`src/rtl/core/bssc_pkg.sv`:
```
// Shared types, codes and widths of the barometer sequencer.
// No dependencies; used by the top level, its checker and the testbench.
`default_nettype none

package bssc_pkg;

  localparam int unsigned IN_TDATA_W  = 56;
  localparam int unsigned OUT_TDATA_W = 48;
  localparam int unsigned CFG_ADDR_W  = 3;
  localparam int unsigned CFG_DATA_W  = 16;

  localparam int unsigned NOW_W  = 32;
  localparam int unsigned ADC_W  = 24;
  localparam int unsigned CAL_W  = 16;
  localparam int unsigned WAIT_W = 8;
  localparam int unsigned TEMP_W = 19;
  localparam int unsigned PRES_W = 23;
  localparam int unsigned CMD_W  = 2;

  // Serial multiplier: multiplicand up to 36 bits signed, multiplier up to 24 bits.
  localparam int unsigned MC_W   = 37;
  localparam int unsigned MR_W   = 24;
  localparam int unsigned CNT_W  = 5;
  localparam int unsigned DT_W   = 25;
  localparam int unsigned COEF_W = 36;
  localparam int unsigned PR_W   = 41;

  localparam logic [CNT_W-1:0] STEPS_CAL  = 5'd16;
  localparam logic [CNT_W-1:0] STEPS_PRES = 5'd24;

  localparam logic [CMD_W-1:0] CMD_NONE        = 2'd0;
  localparam logic [CMD_W-1:0] CMD_PRESSURE    = 2'd1;
  localparam logic [CMD_W-1:0] CMD_TEMPERATURE = 2'd2;

  localparam logic [CFG_ADDR_W-1:0] REG_SENS     = 3'd0;
  localparam logic [CFG_ADDR_W-1:0] REG_OFF      = 3'd1;
  localparam logic [CFG_ADDR_W-1:0] REG_TCS      = 3'd2;
  localparam logic [CFG_ADDR_W-1:0] REG_TCO      = 3'd3;
  localparam logic [CFG_ADDR_W-1:0] REG_TREF     = 3'd4;
  localparam logic [CFG_ADDR_W-1:0] REG_TEMPSENS = 3'd5;
  localparam logic [CFG_ADDR_W-1:0] REG_WAIT     = 3'd6;

  localparam logic [WAIT_W-1:0] WAIT_RESET = 8'd9;

  localparam logic signed [52:0]   TEMP_BASE = 53'sd2000;
  localparam logic signed [PR_W-1:0] P_MIN_EXT = -41'sd4194304;
  localparam logic signed [PR_W-1:0] P_MAX_EXT = 41'sd4194303;

  typedef enum logic [2:0] {
    ST_REQ_P  = 3'd0,
    ST_WAIT_P = 3'd1,
    ST_READ_P = 3'd2,
    ST_WAIT_T = 3'd3,
    ST_READ_T = 3'd4
  } stage_e;

  typedef enum logic [3:0] {
    SQ_IDLE,
    SQ_MUL,
    SQ_TEMP,
    SQ_OFF,
    SQ_SENS,
    SQ_PQ,
    SQ_PSUB,
    SQ_PFIN,
    SQ_OUT
  } seq_e;

  typedef enum logic [1:0] {
    MOP_TEMP,
    MOP_OFF,
    MOP_SENS,
    MOP_PRES
  } mul_op_e;

endpackage

`default_nettype wire

```
`src/rtl/core/baro_sensor_sequencer_compensation.sv`:
```
// Barometer conversion sequencer with first-order compensation, top level.
// Depends on bssc_pkg.
//
// Use: firmware sends one poll word per millisecond tick on the slave stream
// (current time and the converter word a read would return now). Each poll
// gives exactly one word on the master stream: the conversion command to
// issue, whether the converter word was consumed, and, on the poll that
// reads temperature, the compensated temperature and pressure (flagged on
// tuser). Calibration goes in through the plain write port; the user writes
// it only while idle, as the block itself does not enforce this. A poll
// that only steps the sequence goes straight to the output step. The
// temperature-read poll runs four shift-and-add products on one serial
// multiplier, one multiplier bit per cycle (16 + 16 + 16 + 24 steps),
// plus seven fix-up steps. One poll is in work at a time; the next poll is
// taken as soon as the result sits in the output register, even if the
// receiver stalls. While the receiver stalls the output word holds and a
// further result waits in the sequencer until the register frees.
// Reset: sequence goes back to the pressure-start step, deadline clears,
// calibration clears and the wait time returns to 9 ms; no output word.
`default_nettype none

module baro_sensor_sequencer_compensation (
  input  logic                                 clk_i,
  input  logic                                 rst_ni,
  // slave stream: [31:0] now_ms, [55:32] adc_word
  input  logic                                 s_axis_tvalid,
  output logic                                 s_axis_tready,
  input  logic [bssc_pkg::IN_TDATA_W-1:0]      s_axis_tdata,
  // master stream: [1:0] conv_command, [2] adc_read, [21:3] temperature,
  // [44:22] pressure, [47:45] zero
  output logic                                 m_axis_tvalid,
  input  logic                                 m_axis_tready,
  output logic [bssc_pkg::OUT_TDATA_W-1:0]     m_axis_tdata,
  // master tuser: [0] result_valid
  output logic                                 m_axis_tuser,
  // configuration write port
  input  logic                                 cfg_we_i,
  input  logic [bssc_pkg::CFG_ADDR_W-1:0]      cfg_addr_i,
  input  logic [bssc_pkg::CFG_DATA_W-1:0]      cfg_wdata_i
);

  // calibration and wait registers
  logic [bssc_pkg::CAL_W-1:0]  cal_sens_q, cal_off_q, cal_tcs_q, cal_tco_q;
  logic [bssc_pkg::CAL_W-1:0]  cal_tref_q, cal_tempsens_q;
  logic [bssc_pkg::WAIT_W-1:0] wait_q;

  // sequence control
  bssc_pkg::seq_e    seq_q, seq_d;
  bssc_pkg::stage_e  stage_q, stage_d;
  bssc_pkg::mul_op_e op_q, op_d;
  logic [bssc_pkg::NOW_W-1:0] deadline_q, deadline_d;
  logic [bssc_pkg::CNT_W-1:0] cnt_q, cnt_d;
  logic                       m_valid_q, m_valid_d;

  // datapath
  logic [bssc_pkg::ADC_W-1:0]  praw_q, praw_d;
  logic [bssc_pkg::DT_W-1:0]   dt_q, dt_d;
  logic [bssc_pkg::MC_W-1:0]   hi_q, hi_d;
  logic [bssc_pkg::MR_W-1:0]   lo_q, lo_d;
  logic [bssc_pkg::COEF_W-1:0] off_q, off_d, sens_q, sens_d;
  logic [bssc_pkg::PR_W-1:0]   pr_q, pr_d;

  // pending result fields
  logic [bssc_pkg::CMD_W-1:0]  cmd_q, cmd_d;
  logic                        rd_q, rd_d, vld_q, vld_d;
  logic [bssc_pkg::TEMP_W-1:0] temp_q, temp_d;
  logic [bssc_pkg::PRES_W-1:0] pres_q, pres_d;

  logic [bssc_pkg::OUT_TDATA_W-1:0] m_data_q, m_data_d;
  logic                             m_user_q, m_user_d;

  // combinational helpers
  logic                        in_acc, out_free;
  logic [bssc_pkg::NOW_W-1:0]  now_ms, wait_diff, deadline_next;
  logic [bssc_pkg::ADC_W-1:0]  adc_word;
  logic                        wait_over;
  logic signed [bssc_pkg::MC_W-1:0] mcand, hi_sum;
  logic signed [52:0]          prod_s, t_shr, t_full, o_shr, o_full, s_shr, s_full;
  logic signed [60:0]          prod_l, q_shr, q_full;
  logic signed [bssc_pkg::PR_W-1:0] p_shr, p_full, pr_sub;
  logic                        rnd_t, rnd_o, rnd_s, rnd_q, rnd_p;

  assign now_ms   = s_axis_tdata[31:0];
  assign adc_word = s_axis_tdata[55:32];

  assign s_axis_tready = (seq_q == bssc_pkg::SQ_IDLE);
  assign in_acc        = s_axis_tvalid && s_axis_tready;
  assign out_free      = !m_valid_q || m_axis_tready;

  assign m_axis_tvalid = m_valid_q;
  assign m_axis_tdata  = m_data_q;
  assign m_axis_tuser  = m_user_q;

  // Wait ends at the first poll strictly after the deadline, modulo wrap.
  assign wait_diff     = now_ms - deadline_q;
  assign wait_over     = (wait_diff != '0) && !wait_diff[31];
  assign deadline_next = now_ms + {24'd0, wait_q};

  // Serial multiplier: add the multiplicand when the low bit is set, then
  // shift the whole product right by one.
  assign mcand  = (op_q == bssc_pkg::MOP_PRES) ? $signed({sens_q[35], sens_q})
                                               : $signed({{12{dt_q[24]}}, dt_q});
  assign hi_sum = $signed(hi_q) + (lo_q[0] ? mcand : 37'sd0);

  // 16-step products sit in {hi, lo[23:8]}, 24-step products in {hi, lo}.
  assign prod_s = $signed({hi_q, lo_q[23:8]});
  assign prod_l = $signed({hi_q, lo_q});

  // Divide by a power of two truncating toward zero: arithmetic shift,
  // plus one when negative with a nonzero remainder.
  assign rnd_t  = prod_s[52] && (prod_s[22:0] != '0);
  assign t_shr  = prod_s >>> 23;
  assign t_full = t_shr + bssc_pkg::TEMP_BASE + $signed({52'd0, rnd_t});

  assign rnd_o  = prod_s[52] && (prod_s[5:0] != '0);
  assign o_shr  = prod_s >>> 6;
  assign o_full = o_shr + $signed({20'd0, cal_off_q, 17'd0}) + $signed({52'd0, rnd_o});

  assign rnd_s  = prod_s[52] && (prod_s[6:0] != '0);
  assign s_shr  = prod_s >>> 7;
  assign s_full = s_shr + $signed({21'd0, cal_sens_q, 16'd0}) + $signed({52'd0, rnd_s});

  assign rnd_q  = prod_l[60] && (prod_l[20:0] != '0);
  assign q_shr  = prod_l >>> 21;
  assign q_full = q_shr + $signed({60'd0, rnd_q});

  assign pr_sub = $signed(pr_q) - $signed({{5{off_q[35]}}, off_q});

  assign rnd_p  = pr_q[40] && (pr_q[14:0] != '0);
  assign p_shr  = $signed(pr_q) >>> 15;
  assign p_full = p_shr + $signed({40'd0, rnd_p});

  // Next state of the sequencer.
  always_comb begin
    seq_d = seq_q;
    case (seq_q)
      bssc_pkg::SQ_IDLE: begin
        if (in_acc) begin
          seq_d = (stage_q == bssc_pkg::ST_READ_T) ? bssc_pkg::SQ_MUL : bssc_pkg::SQ_OUT;
        end
      end
      bssc_pkg::SQ_MUL: begin
        if (cnt_q == 5'd1) begin
          case (op_q)
            bssc_pkg::MOP_TEMP: seq_d = bssc_pkg::SQ_TEMP;
            bssc_pkg::MOP_OFF:  seq_d = bssc_pkg::SQ_OFF;
            bssc_pkg::MOP_SENS: seq_d = bssc_pkg::SQ_SENS;
            bssc_pkg::MOP_PRES: seq_d = bssc_pkg::SQ_PQ;
            default:            seq_d = bssc_pkg::SQ_IDLE;
          endcase
        end
      end
      bssc_pkg::SQ_TEMP,
      bssc_pkg::SQ_OFF,
      bssc_pkg::SQ_SENS: seq_d = bssc_pkg::SQ_MUL;
      bssc_pkg::SQ_PQ:   seq_d = bssc_pkg::SQ_PSUB;
      bssc_pkg::SQ_PSUB: seq_d = bssc_pkg::SQ_PFIN;
      bssc_pkg::SQ_PFIN: seq_d = bssc_pkg::SQ_OUT;
      bssc_pkg::SQ_OUT: begin
        if (out_free) begin
          seq_d = bssc_pkg::SQ_IDLE;
        end
      end
      default: seq_d = bssc_pkg::SQ_IDLE;
    endcase
  end

  // Datapath and output values.
  always_comb begin
    stage_d    = stage_q;
    op_d       = op_q;
    deadline_d = deadline_q;
    cnt_d      = cnt_q;
    praw_d     = praw_q;
    dt_d       = dt_q;
    hi_d       = hi_q;
    lo_d       = lo_q;
    off_d      = off_q;
    sens_d     = sens_q;
    pr_d       = pr_q;
    cmd_d      = cmd_q;
    rd_d       = rd_q;
    vld_d      = vld_q;
    temp_d     = temp_q;
    pres_d     = pres_q;
    m_data_d   = m_data_q;
    m_user_d   = m_user_q;
    m_valid_d  = m_valid_q;

    // drop the output word once taken
    if (m_valid_q && m_axis_tready) begin
      m_valid_d = 1'b0;
    end

    case (seq_q)
      bssc_pkg::SQ_IDLE: begin
        if (in_acc) begin
          cmd_d  = bssc_pkg::CMD_NONE;
          rd_d   = 1'b0;
          vld_d  = 1'b0;
          temp_d = '0;
          pres_d = '0;
          case (stage_q)
            bssc_pkg::ST_REQ_P: begin
              cmd_d      = bssc_pkg::CMD_PRESSURE;
              deadline_d = deadline_next;
              stage_d    = bssc_pkg::ST_WAIT_P;
            end
            bssc_pkg::ST_WAIT_P: begin
              if (wait_over) begin
                stage_d = bssc_pkg::ST_READ_P;
              end
            end
            bssc_pkg::ST_READ_P: begin
              praw_d     = adc_word;
              rd_d       = 1'b1;
              cmd_d      = bssc_pkg::CMD_TEMPERATURE;
              deadline_d = deadline_next;
              stage_d    = bssc_pkg::ST_WAIT_T;
            end
            bssc_pkg::ST_WAIT_T: begin
              if (wait_over) begin
                stage_d = bssc_pkg::ST_READ_T;
              end
            end
            bssc_pkg::ST_READ_T: begin
              rd_d    = 1'b1;
              vld_d   = 1'b1;
              stage_d = bssc_pkg::ST_REQ_P;
              // dT = D2 - tref * 256, then start dT * tempsens
              dt_d    = {1'b0, adc_word} - {1'b0, cal_tref_q, 8'd0};
              hi_d    = '0;
              lo_d    = {8'd0, cal_tempsens_q};
              cnt_d   = bssc_pkg::STEPS_CAL;
              op_d    = bssc_pkg::MOP_TEMP;
            end
            default: stage_d = bssc_pkg::ST_REQ_P;
          endcase
        end
      end
      bssc_pkg::SQ_MUL: begin
        hi_d  = hi_sum >>> 1;
        lo_d  = {hi_sum[0], lo_q[23:1]};
        cnt_d = cnt_q - 5'd1;
      end
      bssc_pkg::SQ_TEMP: begin
        temp_d = t_full[18:0];
        hi_d   = '0;
        lo_d   = {8'd0, cal_tco_q};
        cnt_d  = bssc_pkg::STEPS_CAL;
        op_d   = bssc_pkg::MOP_OFF;
      end
      bssc_pkg::SQ_OFF: begin
        off_d = o_full[35:0];
        hi_d  = '0;
        lo_d  = {8'd0, cal_tcs_q};
        cnt_d = bssc_pkg::STEPS_CAL;
        op_d  = bssc_pkg::MOP_SENS;
      end
      bssc_pkg::SQ_SENS: begin
        sens_d = s_full[35:0];
        hi_d   = '0;
        lo_d   = praw_q;
        cnt_d  = bssc_pkg::STEPS_PRES;
        op_d   = bssc_pkg::MOP_PRES;
      end
      bssc_pkg::SQ_PQ:   pr_d = q_full[40:0];
      bssc_pkg::SQ_PSUB: pr_d = pr_sub;
      bssc_pkg::SQ_PFIN: begin
        // clamp pressure to its field
        if (p_full < bssc_pkg::P_MIN_EXT) begin
          pres_d = bssc_pkg::P_MIN_EXT[22:0];
        end else if (p_full > bssc_pkg::P_MAX_EXT) begin
          pres_d = bssc_pkg::P_MAX_EXT[22:0];
        end else begin
          pres_d = p_full[22:0];
        end
      end
      bssc_pkg::SQ_OUT: begin
        if (out_free) begin
          m_data_d  = {3'd0, pres_q, temp_q, rd_q, cmd_q};
          m_user_d  = vld_q;
          m_valid_d = 1'b1;
        end
      end
      default: ;
    endcase
  end

  // Control registers and configuration.
  always_ff @(posedge clk_i or negedge rst_ni) begin
    if (!rst_ni) begin
      seq_q          <= bssc_pkg::SQ_IDLE;
      stage_q        <= bssc_pkg::ST_REQ_P;
      op_q           <= bssc_pkg::MOP_TEMP;
      deadline_q     <= '0;
      cnt_q          <= '0;
      m_valid_q      <= 1'b0;
      cal_sens_q     <= '0;
      cal_off_q      <= '0;
      cal_tcs_q      <= '0;
      cal_tco_q      <= '0;
      cal_tref_q     <= '0;
      cal_tempsens_q <= '0;
      wait_q         <= bssc_pkg::WAIT_RESET;
    end else begin
      seq_q      <= seq_d;
      stage_q    <= stage_d;
      op_q       <= op_d;
      deadline_q <= deadline_d;
      cnt_q      <= cnt_d;
      m_valid_q  <= m_valid_d;
      if (cfg_we_i) begin
        case (cfg_addr_i)
          bssc_pkg::REG_SENS:     cal_sens_q     <= cfg_wdata_i;
          bssc_pkg::REG_OFF:      cal_off_q      <= cfg_wdata_i;
          bssc_pkg::REG_TCS:      cal_tcs_q      <= cfg_wdata_i;
          bssc_pkg::REG_TCO:      cal_tco_q      <= cfg_wdata_i;
          bssc_pkg::REG_TREF:     cal_tref_q     <= cfg_wdata_i;
          bssc_pkg::REG_TEMPSENS: cal_tempsens_q <= cfg_wdata_i;
          bssc_pkg::REG_WAIT:     wait_q         <= cfg_wdata_i[7:0];
          default: ;
        endcase
      end
    end
  end

  // Payload registers.
  always_ff @(posedge clk_i) begin
    praw_q   <= praw_d;
    dt_q     <= dt_d;
    hi_q     <= hi_d;
    lo_q     <= lo_d;
    off_q    <= off_d;
    sens_q   <= sens_d;
    pr_q     <= pr_d;
    cmd_q    <= cmd_d;
    rd_q     <= rd_d;
    vld_q    <= vld_d;
    temp_q   <= temp_d;
    pres_q   <= pres_d;
    m_data_q <= m_data_d;
    m_user_q <= m_user_d;
  end

endmodule

`default_nettype wire

```
`config.mk`:
```
export PLATFORM = sky130hd
export DESIGN_NAME = baro_sensor_sequencer_compensation
export DESIGN_NICKNAME = d
export VERILOG_FILES = /design/src/rtl/core/bssc_pkg.sv /design/src/rtl/core/baro_sensor_sequencer_compensation.sv
export SDC_FILE = /design/constraint.sdc
export NUM_CORES = 1
export LEC_CHECK = 0
export ABC_AREA = 1
export BUFFER_PORTS_ARGS = -buffer_cell sky130_fd_sc_hd__buf_4
export CAP_MARGIN = 25
export CORE_MARGIN = 3
export CORE_UTILIZATION = 30
export CTS_BUF_LIST = sky130_fd_sc_hd__clkbuf_8
export DETAILED_ROUTE_END_ITERATION = 10
export GPL_ROUTABILITY_DRIVEN = 0
export PLACE_DENSITY = 0.55
export SLEW_MARGIN = 20
export SYNTH_ARGS = -nofsm -noshare
export SYNTH_HDL_FRONTEND = slang
export SYNTH_SLANG_ARGS = --single-unit
export TNS_END_PERCENT = 100
```
`constraint.sdc`:
```
create_clock -name clk_i -period 13.05 [get_ports clk_i]
set_clock_uncertainty 0.15 [all_clocks]
set_input_delay 3.2625 -clock clk_i [delete_from_list [all_inputs] [get_ports clk_i]]
set_output_delay 3.2625 -clock clk_i [all_outputs]
set_load 0.05 [all_outputs]
```
==> metrics.txt <==
Power Dens Cells 188 mW/mm^2; first-pass GRT wire length 146000 um; YS warnings 0; Tcrit/Tclk final 40.7%; slowest CP cell dfrtp_1; Critical Path, Cell by Cell nor2_1 -> inv_1 -> nor2_2 -> buf_4; Fmax 188 MHz; outcome complete, no violations; peak supply drop 0.0813 mV; DP Cell Count 5078; TNS Setup 0 ns; min-delay src temp_q[5]; IO buf count 127; die area 0.104 sq mm; post-layout minimum cycle time 5.31 ns; crit path launch type flip-flop; die height 322 um; clk buf depth 3; Num Clock Sinks 465; RR Endpoint temp_q[18]; number of fill cells 10349; Synth area leaders edfxtp_1, dfrtp_1, nand2_1, ha_1, inv_1; Non-Filler Instances 5245; hpwl dp 74100 um; Initial DRT Pass Iterations 8; max-cap violation count 0; slew of the pin with the lowest slew margin 0.999 ns; count leader, synth nand2_1; initial antenna violation count 5; DRT antenna net count 0; CP max stage delay 0.39 ns; area delta synth->final 14.6%; global route overflow 0; post-synthesis register bit count 465; share of post-route cells with drive strength above 1 8.97%; commonest cells in the netlist nand2_1, inv_1, nor2_1, o21ai_0, edfxtp_1; Worst Hold Path EP m_axis_tdata[8]; CTS Root Cell clkbuf_8; initial core utilization 30.4%; Main synth FF type edfxtp_1; Rows 115; Top Ports 131; max_slew headroom 32.5%; Hold Crit Depth 0; # setup viols final 0; worst r2r src lo_q[8]; sequential element share of the synthesized area 44.0%; Cell Area, Synth 0.0300 sq mm; WP data required 9.64 ns; H-tree levels 3; CP bufs+invs 2; Synth area leader edfxtp_1; setup bufs post-CTS 0; CP top delay family buffers and inverters; Synth Area per Inst 8.10 sq um; number of synthesized flops with an enable pin 314; RSZ-0062 raised after global routing no; post-synthesis cell count 3709; Die W 322 um; Arrival @ worst endpoint 1.90 ns; Via-to-Cell Ratio 4.93; share of the synthesized area in the top cell type 31.4%; CTS tree yes; leak pwr 15.4 nW; post_cts resized 0; Via Count 25837; pin count of the biggest net entering global routing 65; Netlist cell types 69; DRC 0; total CTS buffers 87; total track usage 18.3%; DR iter-0 viols 2082; Post-Route WL 96300 um; worst skew pair latency 0.73 ns; Hold Fails Final Rpt 0; crit path launch seq_q[3]; crit-path max FO 4; max-slew violation count 0; reg2reg setup slack 8.50 ns; number of global-route vias before repair 24526; nets 4144; Reg2Reg Depth 19; # hold bufs at CTS 0; Setup CP Type flip-flop to output port; Worst setup EP type output port; Hold WC Path Type flip-flop to flip-flop; Reg clk slew, reported paths 0.07 ns; Async SR Flop Fraction 32.5%; Core ar. 0.0989 sq mm; WL per Instance 18.4 um
area by class of cell:
class	instances	area, sq um	area share, %
inverters	531	1990	5.79
clock buffers	95	1310	3.80
repair buffers	151	1190	3.47
multi-input cells	2648	14600	42.4
flip-flops and latches	465	13200	38.4
clock inverters	66	489	1.42
well taps	1287	1610	4.68
diodes	2	5.00	0.0145
metrics by stage:
stage	total power (W)	setup WS (ns)	instance area [sq um]	hold WS (ns)	util [%]
finish	0.00645	7.74	34400	0.258	34.8
global route	0.00692	7.47	34400	0.273	34.8
CTS	0.00649	7.68	34300	0.262	34.7
detailed placement	0.00498	7.00	32500	0.255	32.9
global placement	0.00497	7.05	32500	0.251	32.9
floorplan	0.00411	7.05	30000	0.250	-
flip-flops by register name, summed over array words and instances, names as in the netlist, 5 cells and up:
signal,count
cal_tref_q,16
m_axis_tdata,45
cal_tempsens_q,16
pres_q,23
temp_q,19
off_q,36
lo_q,24
cal_off_q,16
sens_q,36
cal_tco_q,16
deadline_q,32
praw_q,24
hi_q,36
cal_tcs_q,16
cal_sens_q,16
dt_q,25
wait_q,8
pr_q,41
cnt_q,5
worst reg2reg max path: stages, from the launching register on:
cell      delay, ns
edfxtp_1       0.39
nor4_1         0.40
nand2_1        0.16
nor2_1         0.19
nand4_1        0.18
o41ai_1        0.85
inv_1          0.18
ha_1           0.27
ha_1           0.20
nand2_1        0.08
nor2_1         0.06
or2_2          0.28
nand2_1        0.13
nand4_1        0.09
inv_1          0.11
a21oi_1        0.10
nand2_1        0.12
nor2_1         0.06
o21ai_0        0.14
a21oi_1        0.07
kinds of logic after synthesis:
kind of cell / synth area share, %
adder cells (fa/ha/maj): 7.63
XOR/XNOR: 5.10
other: 0.0125
AND/OR/NAND/NOR: 21.1
flip-flops: 44.0
AO/OA/AOI/OAI: 14.6
buffers and inverters: 7.64
layout by cell type (no fill, tap or decap), types with 21 or more instances in the layout:
cell	instances
a31oi_1	32
a21oi_1	246
nor2_1	351
nand2_1	872
buf_4	144
xor2_1	138
nand3_1	114
o21ai_0	316
a21oi_2	21
nor3_1	53
clkbuf_8	95
nand4_1	45
inv_1	548
nor4_1	28
dfrtp_1	149
xnor2_1	37
ha_1	175
edfxtp_1	314
power breakdown:
part           internal, W  switching [W]
Combinational     0.000835        0.00182
Clock             0.000786       0.000691
Sequential         0.00204       0.000282
how the worst max path moves through the flow:
stage / end / slack [ns] / cells past startpoint
floorplan: op_q[0] / 7.05 / 9
global placement: dt_q[24] / 7.05 / 12
detailed placement: dt_q[24] / 7.00 / 12
CTS: s_axis_tready / 7.68 / 4
global route: dt_q[24] / 7.47 / 12
finish: s_axis_tready / 7.74 / 4
metal layers:
| layer | up-vias | share of wire (%) | wire length (um) | global-route usage, % |
|---|---|---|---|---|
| met5 | - | 0.018 | 17 | 0 |
| met4 | 2 | 2.9 | 2800 | 5.49 |
| met3 | 143 | 6.0 | 5810 | 3.13 |
| met2 | 771 | 46 | 44400 | 30.1 |
| met1 | 12120 | 45 | 43300 | 24.5 |
| li1 | 12801 | - | - | - |
No activity file was read; power rests on OpenSTA's default activity.
